<file path="config.mk">
export PLATFORM = sky130hd
export DESIGN_NAME = cgb_ctrl
export DESIGN_NICKNAME = d
export VERILOG_FILES = /design/src/sv/cgb_pkg.sv /design/src/sv/cgb_ctrl.sv
export SDC_FILE = /design/constraint.sdc
export NUM_CORES = 1
export LEC_CHECK = 0
export BUFFER_PORTS_ARGS = -buffer_cell sky130_fd_sc_hd__buf_2
export CAP_MARGIN = 10
export CORE_AREA = 5 5 42 44
export CTS_CLUSTER_DIAMETER = 200
export CTS_CLUSTER_SIZE = 10
export DETAILED_ROUTE_END_ITERATION = 10
export DIE_AREA = 0 0 47 49
export SYNTH_ARGS = -nofsm -noshare
export SYNTH_HDL_FRONTEND = slang
export SYNTH_SLANG_ARGS = --single-unit
</file>
<file path="constraint.sdc">
create_clock -name clk -period 1.7 [get_ports clk]
set_clock_uncertainty 0.15 [all_clocks]
set_input_delay 0.34 -clock clk [delete_from_list [all_inputs] [get_ports clk]]
set_output_delay 0.34 -clock clk [all_outputs]
set_load 0.02 [all_outputs]
</file>
<file path="src/sv/cgb_pkg.sv">
// Shared types and constants for the cursor gap buffer.
`default_nettype none

package cgb_pkg;

    localparam int BUF_DEPTH = 1024;
    localparam int WINDOW    = 10;
    localparam int MAX_STEP  = 63;

    localparam int AW  = $clog2(BUF_DEPTH);
    localparam int LW  = $clog2(BUF_DEPTH + 1);
    localparam int WCW = $clog2(WINDOW + 1);
    localparam int CW  = 8;
    localparam int SW  = 6;

    typedef enum logic [1:0] {
        ACT_INSERT = 2'd0,
        ACT_DELETE = 2'd1,
        ACT_LEFT   = 2'd2,
        ACT_RIGHT  = 2'd3
    } action_t;

    typedef enum logic [1:0] {
        KIND_DELETED  = 2'd0,
        KIND_CHAR     = 2'd1,
        KIND_EMPTY    = 2'd2,
        KIND_OVERFLOW = 2'd3
    } kind_t;

    typedef enum logic [2:0] {
        ST_IDLE,
        ST_EXEC,
        ST_OUT_ONE,
        ST_MOVE,
        ST_WIN_START,
        ST_WIN_RD,
        ST_WIN_OUT,
        ST_EMPTY
    } state_t;

    typedef struct packed {
        logic latch_in;
        logic ins_write;
        logic one_load;
        logic mv_init;
        logic mv_step;
        logic win_init;
        logic win_rd;
        logic win_load;
        logic empty_load;
    } cmd_t;

    typedef struct packed {
        action_t act;
        logic    full;
        logic    mv_zero;
        logic    mv_last;
        logic    left_zero;
        logic    win_last;
        logic    out_free;
    } status_t;

endpackage

`default_nettype wire

</file>
<file path="src/sv/cgb_ctrl.sv">
// Sequencing state machine for the cursor gap buffer.
`default_nettype none

module cgb_ctrl
(
    input  wire logic           clk,
    input  wire logic           rst_n,
    input  wire logic           in_valid,
    input  wire cgb_pkg::status_t sts,
    output cgb_pkg::cmd_t       cmd,
    output logic                in_stall
);

    cgb_pkg::state_t state_reg;
    cgb_pkg::state_t state_next;

    always_ff @(posedge clk or negedge rst_n)
    begin
        if (!rst_n)
        begin
            state_reg <= cgb_pkg::ST_IDLE;
        end
        else
        begin
            state_reg <= state_next;
        end
    end

    always_comb
    begin
        state_next = state_reg;
        case (state_reg)
            cgb_pkg::ST_IDLE:
            begin
                if (in_valid)
                begin
                    state_next = cgb_pkg::ST_EXEC;
                end
            end
            cgb_pkg::ST_EXEC:
            begin
                case (sts.act)
                    cgb_pkg::ACT_INSERT:
                    begin
                        state_next = sts.full ? cgb_pkg::ST_OUT_ONE : cgb_pkg::ST_IDLE;
                    end
                    cgb_pkg::ACT_DELETE:
                    begin
                        state_next = cgb_pkg::ST_OUT_ONE;
                    end
                    default:
                    begin
                        state_next = sts.mv_zero ? cgb_pkg::ST_WIN_START : cgb_pkg::ST_MOVE;
                    end
                endcase
            end
            cgb_pkg::ST_OUT_ONE:
            begin
                if (sts.out_free)
                begin
                    state_next = cgb_pkg::ST_IDLE;
                end
            end
            cgb_pkg::ST_MOVE:
            begin
                if (sts.mv_last)
                begin
                    state_next = cgb_pkg::ST_WIN_START;
                end
            end
            cgb_pkg::ST_WIN_START:
            begin
                state_next = sts.left_zero ? cgb_pkg::ST_EMPTY : cgb_pkg::ST_WIN_RD;
            end
            cgb_pkg::ST_WIN_RD:
            begin
                state_next = cgb_pkg::ST_WIN_OUT;
            end
            cgb_pkg::ST_WIN_OUT:
            begin
                if (sts.out_free)
                begin
                    state_next = sts.win_last ? cgb_pkg::ST_IDLE : cgb_pkg::ST_WIN_RD;
                end
            end
            cgb_pkg::ST_EMPTY:
            begin
                if (sts.out_free)
                begin
                    state_next = cgb_pkg::ST_IDLE;
                end
            end
            default:
            begin
                state_next = cgb_pkg::ST_IDLE;
            end
        endcase
    end

    always_comb
    begin
        cmd      = '0;
        in_stall = 1'b1;
        case (state_reg)
            cgb_pkg::ST_IDLE:
            begin
                in_stall     = 1'b0;
                cmd.latch_in = in_valid;
            end
            cgb_pkg::ST_EXEC:
            begin
                cmd.ins_write = (sts.act == cgb_pkg::ACT_INSERT) && !sts.full;
                cmd.mv_init   = (sts.act == cgb_pkg::ACT_LEFT) ||
                                (sts.act == cgb_pkg::ACT_RIGHT);
            end
            cgb_pkg::ST_OUT_ONE:
            begin
                cmd.one_load = sts.out_free;
            end
            cgb_pkg::ST_MOVE:
            begin
                cmd.mv_step = 1'b1;
            end
            cgb_pkg::ST_WIN_START:
            begin
                cmd.win_init = 1'b1;
            end
            cgb_pkg::ST_WIN_RD:
            begin
                cmd.win_rd = 1'b1;
            end
            cgb_pkg::ST_WIN_OUT:
            begin
                cmd.win_load = sts.out_free;
            end
            cgb_pkg::ST_EMPTY:
            begin
                cmd.empty_load = sts.out_free;
            end
            default:
            begin
                cmd = '0;
            end
        endcase
    end

endmodule

`default_nettype wire

</file>
Yosys cells after proc, flatten, opt, wreduce, memory -nomap -nowiden
Cells that the tools add are included.
Operators by class
  equality and inequality tests: 14
  muxes and demuxes: 20
  reductions and logical operators: 7
Operators with widths (count)
  one-hot mux 3 bit (7 select lines): 1
  two-way mux 3 bit: 6
  equality test 3 bit (second input constant): 4
  two-way mux 1 bit: 10
  equality test 3 x 2 -> 1 bit (second input constant): 2
  inequality test 2 bit (second input constant): 3
  one-hot mux 3 bit (2 select lines): 1
  equality test 2 bit (second input constant): 2
  two-way mux 2 bit: 2
  AND reduction 4 bit: 1
  equality test 3 x 1 -> 1 bit (second input constant): 1
  logical NOT 3 bit: 1
  equality test 2 x 1 -> 1 bit (second input constant): 1
  logical NOT 2 bit: 1
  inequality test 2 x 1 -> 1 bit (second input constant): 1
  OR reduction 2 bit: 1
  logical AND 1 bit: 1
  logical NOT 1 bit: 1
  logical OR 1 bit: 1
Storage, ports and cells
  bits in registers: 3
  bits of input ports: 11
  output and inout port bits: 10
  logic and storage cells: 42

Depth between registers and ports, before layout
  word-level depth: 4
  depth in mapped cells: 4
  mapped depth without buffers: 3

Worst setup path after synthesis
OpenSTA, ideal clock, no wires.
  path type: register -> output
  from: register state_reg[2]
  to: output cmd[6] in the netlist's numbering
  data arrival time: 1.050 ns
  data required time: 1.210 ns
  setup slack: 0.160 ns
  cell stages (with the launch flop): 3
  buffers on the path: 1
  path through: dfrtp_1 -> buf_6 -> nor3_1
RTL lines
  start: declaration: RTL line cgb_ctrl.sv:14  | cgb_pkg::state_t state_reg;
  start signal: assignment: RTL line cgb_ctrl.sv:21  | state_reg <= cgb_pkg::ST_IDLE;
  start signal: assignment: RTL line cgb_ctrl.sv:25  | state_reg <= state_next;
  end: declaration: RTL line cgb_ctrl.sv:10  | output cgb_pkg::cmd_t cmd,

==> impl_metrics.env <==
export IMPL_synth_warnings=0
export IMPL_clock_tree_from_tritoncts="yes"
export IMPL_cts_sinks=3
export IMPL_synth_compound_gate_area_share=0.1946
export IMPL_vias=408
export IMPL_detailedPlacementHpwl_um=795.9
export IMPL_run_status="complete, no violations"
export IMPL_initial_core_util=0.2295
export IMPL_synth_fp_nets=53
export IMPL_power_leakage_nw=0.2672
export IMPL_worst_setup_path_type="flip-flop to output pin"
export IMPL_worst_slew_pin_slew_ns=0.2300
export IMPL_largest_reg_flops=3
export IMPL_fp_row_count=14
export IMPL_max_vdd_ir_drop_mv=0.5273
export IMPL_cts_buffers=3
export IMPL_cts_reportedPaths_clkPinSlew_ns=0.04
export IMPL_grt_max_degree=10
export IMPL_wire_per_inst_um=12.40
export IMPL_diodes=0
export IMPL_unrepaired_setup_endpoints_after_global_routing="no"
export IMPL_hold_viol_final=0
export IMPL_dpl_worst_slack_ns=0.1814
export IMPL_critical_path_max_fanout=7
export IMPL_grt_overflow_total=0
export IMPL_startpoint_type="flip-flop"
export IMPL_max_clock_path_buffers=2
export IMPL_drive_gt1_frac=0.4857
export IMPL_antenna_found_initial=0
export IMPL_synthesized_area_divided_by_synthesized_cell_count_um2=7.656
export IMPL_ys_seq_elements=3
export IMPL_endpoint_kind="output pin"
export IMPL_critical_path_max_stage_delay_ns=0.47
export IMPL_yosys_area_share_xor_xnor=0
export IMPL_synth_cells=42
export IMPL_port_buffers=20
export IMPL_nets=82
export IMPL_htree_num_levels=1
export IMPL_x_dimension_of_the_die_um=47
export IMPL_fin_tns_setup_ns=0
export IMPL_share_of_synthesized_area_spent_on_multiplexers=0.09339
export IMPL_remaining_drc_errors=0
export IMPL_critPathArrivalTime_ns=1.16
export IMPL_worstPathCellList="nor2_4, and3_1, buf_2"
export IMPL_drt_initial_drc_count=2
export IMPL_grt_use_total=0.09219
export IMPL_combinational_family_with_the_most_area_after_synthesis="simple AND/OR/NAND/NOR gates"
export IMPL_min_path_type="primary input to async pin"
export IMPL_setup_viol=0
export IMPL_gpl_final_weighted_congestion=0.7490
export IMPL_layout_min_cycle_time_ns=1.652
export IMPL_slew_limit_fails=0
export IMPL_synth_edff_count=0
export IMPL_fin_crit_sh=0.9718
export IMPL_worst_slew_margin_rel=0.8455
export IMPL_ys_async_sr_fraction=1.000
export IMPL_routed_wl_mm=1.066
export IMPL_worstSkewPairLatency_ns=0.23
export IMPL_drt_vias_per_instance=4.744
export IMPL_fraction_of_the_yosys_area_taken_by_sequential_cells=0.2335
export IMPL_top_ff_cell_synth="dfrtp_1"
export IMPL_clockRootBuffer="clkbuf_4"
export IMPL_first_global_vias=361
export IMPL_fin_ws_ns=0.04791
export IMPL_max_freq_mhz=605.3
export IMPL_postRouteAntennaNets=0
export IMPL_synthSimpleGateAreaFrac=0.3813
export IMPL_die_height_um=49
export IMPL_num_io_pins=21
export IMPL_power_density_nw_per_um2=1781
export IMPL_setup_reg_to_reg_worst_slack_ns=0.36
export IMPL_crit_slowest_cell="dfrtp_2"
export IMPL_areaGrowthSynthToFinish_pct=56.42
export IMPL_die_area_um2=2303
export IMPL_mappedNetlistArea_um2=321.6
export IMPL_design_core_area_um2=1401
export IMPL_area_share_of_fa_ha_maj_cells_after_synthesis=0
export IMPL_wire_length_of_the_first_global_routing_pass_mm=1.469
export IMPL_timing_max_cap_violations=0
export IMPL_cp_required_ns=1.21
export IMPL_detail_route_first_pass_iterations=4
export IMPL_post_synth_num_cell_types=21
==> layout by cell type (no fill, tap or decap), drive strengths merged <==
| master | netlist | routed |
|---|---|---|
| a21boi | 1 | 1 |
| a21oi | 2 | 2 |
| a221oi | 1 | 1 |
| and2 | 1 | 1 |
| and3 | 3 | 3 |
| buf | 3 | 26 |
| clkbuf | 0 | 4 |
| dfrtp | 3 | 3 |
| dlygate4sd3 | 0 | 1 |
| inv | 1 | 1 |
| mux2i | 3 | 3 |
| nand2 | 6 | 6 |
| nand2b | 2 | 2 |
| nor2 | 7 | 7 |
| nor2b | 2 | 2 |
| nor3 | 2 | 2 |
| o21ai | 1 | 1 |
| o2bb2ai | 1 | 1 |
| o31ai | 1 | 1 |
| o32ai | 1 | 1 |
| or2 | 1 | 1 |
==> where the power goes <==
part	total (mW)	internal [mW]	switching (mW)	leakage [nW]
clock	0.124	0.0879	0.0357	0.0150
sequential	0.185	0.115	0.0703	0.0339
combinational	0.587	0.269	0.318	0.218
==> layout make-up <==
| cell class | count | area [um2] |
|---|---|---|
| Fill cell | 165 | 898.4 |
| Inverter | 1 | 3.754 |
| Tap cell | 16 | 20.02 |
| Clock buffer | 4 | 26.28 |
| Timing Repair Buffer | 27 | 157.7 |
| Multi-Input combinational cell | 35 | 217.7 |
| Sequential cell | 3 | 77.57 |
==> stage by stage <==
stage | util | area (um2) | instances | total power, mW | hold slack (ns)
3_3_place_gp | 0.3170 | 444.2 | 79 | 0.7155 | -0.01507
4_1_cts | 0.3438 | 481.7 | 84 | 0.8551 | 0.2790
2_1_floorplan | - | 321.6 | 42 | 0.5670 | -0.1056
5_1_grt | 0.3589 | 503.0 | 86 | 0.9626 | 0.3026
6_report | 0.3589 | 503.0 | 86 | 0.8961 | 0.2997
3_5_place_dp | 0.3170 | 444.2 | 79 | 0.7144 | -0.004941
==> what timing repair did <==
action / 4_1_cts / 5_1_grt
hold buffers: 1 / 0
endpoints found under the setup margin: 3 / 5
endpoints found under the hold margin: 3 / 0
setup buffers: 0 / 2
pin swaps: 0 / 1
gates resized for setup: 1 / 3
==> path summary, 6_finish.rpt <==
path,from,endpoint,cells past startpoint
setup / recovery,state_reg[2]$_DFFE_PN0P_,cmd[8],3
hold / removal,rst_n,state_reg[0]$_DFFE_PN0P_,2
setup reg to reg,state_reg[1]$_DFFE_PN0P_,state_reg[1]$_DFFE_PN0P_,4
hold reg to reg,state_reg[2]$_DFFE_PN0P_,state_reg[2]$_DFFE_PN0P_,2
max in group asynchronous,rst_n,state_reg[1]$_DFFE_PN0P_,2
min in group clk,sts[1],state_reg[2]$_DFFE_PN0P_,4
==> worst max-delay path: cells and delay by family (launching register included) <==
family,cells,cell delay (ns)
flip-flops,1,0.47
buffers and inverters,1,0.15
AND/OR/NAND/NOR,2,0.31
==> cells by family (layout without fill, tap and decap cells) <==
logic type	count (synthesis)	count (layout)
and+or+nand+nor	24	24
muxes	3	3
DFF	3	3
buffers and inverters	4	32
AOI/OAI and AO/OA	8	8
==> Yosys cell counts (all sizes together) (2+ instances only) <==
cell type | count | share of area
nand2 | 6 | 0.070
buf | 3 | 0.086
nor2 | 7 | 0.11
and3 | 3 | 0.058
a21oi | 2 | 0.031
dfrtp | 3 | 0.23
nor2b | 2 | 0.039
mux2i | 3 | 0.093
nor3 | 2 | 0.031
nand2b | 2 | 0.039
==> layer usage <==
layer  GRT usage  part of all wire  vias up
li1            -                 -      202
met1     0.09868              0.42      185
met2      0.1403              0.45       19
met3     0.01107              0.10        2
met4     0.09677             0.018        0
met5           0                 0        -
No activity file was read; power rests on OpenSTA's default activity.
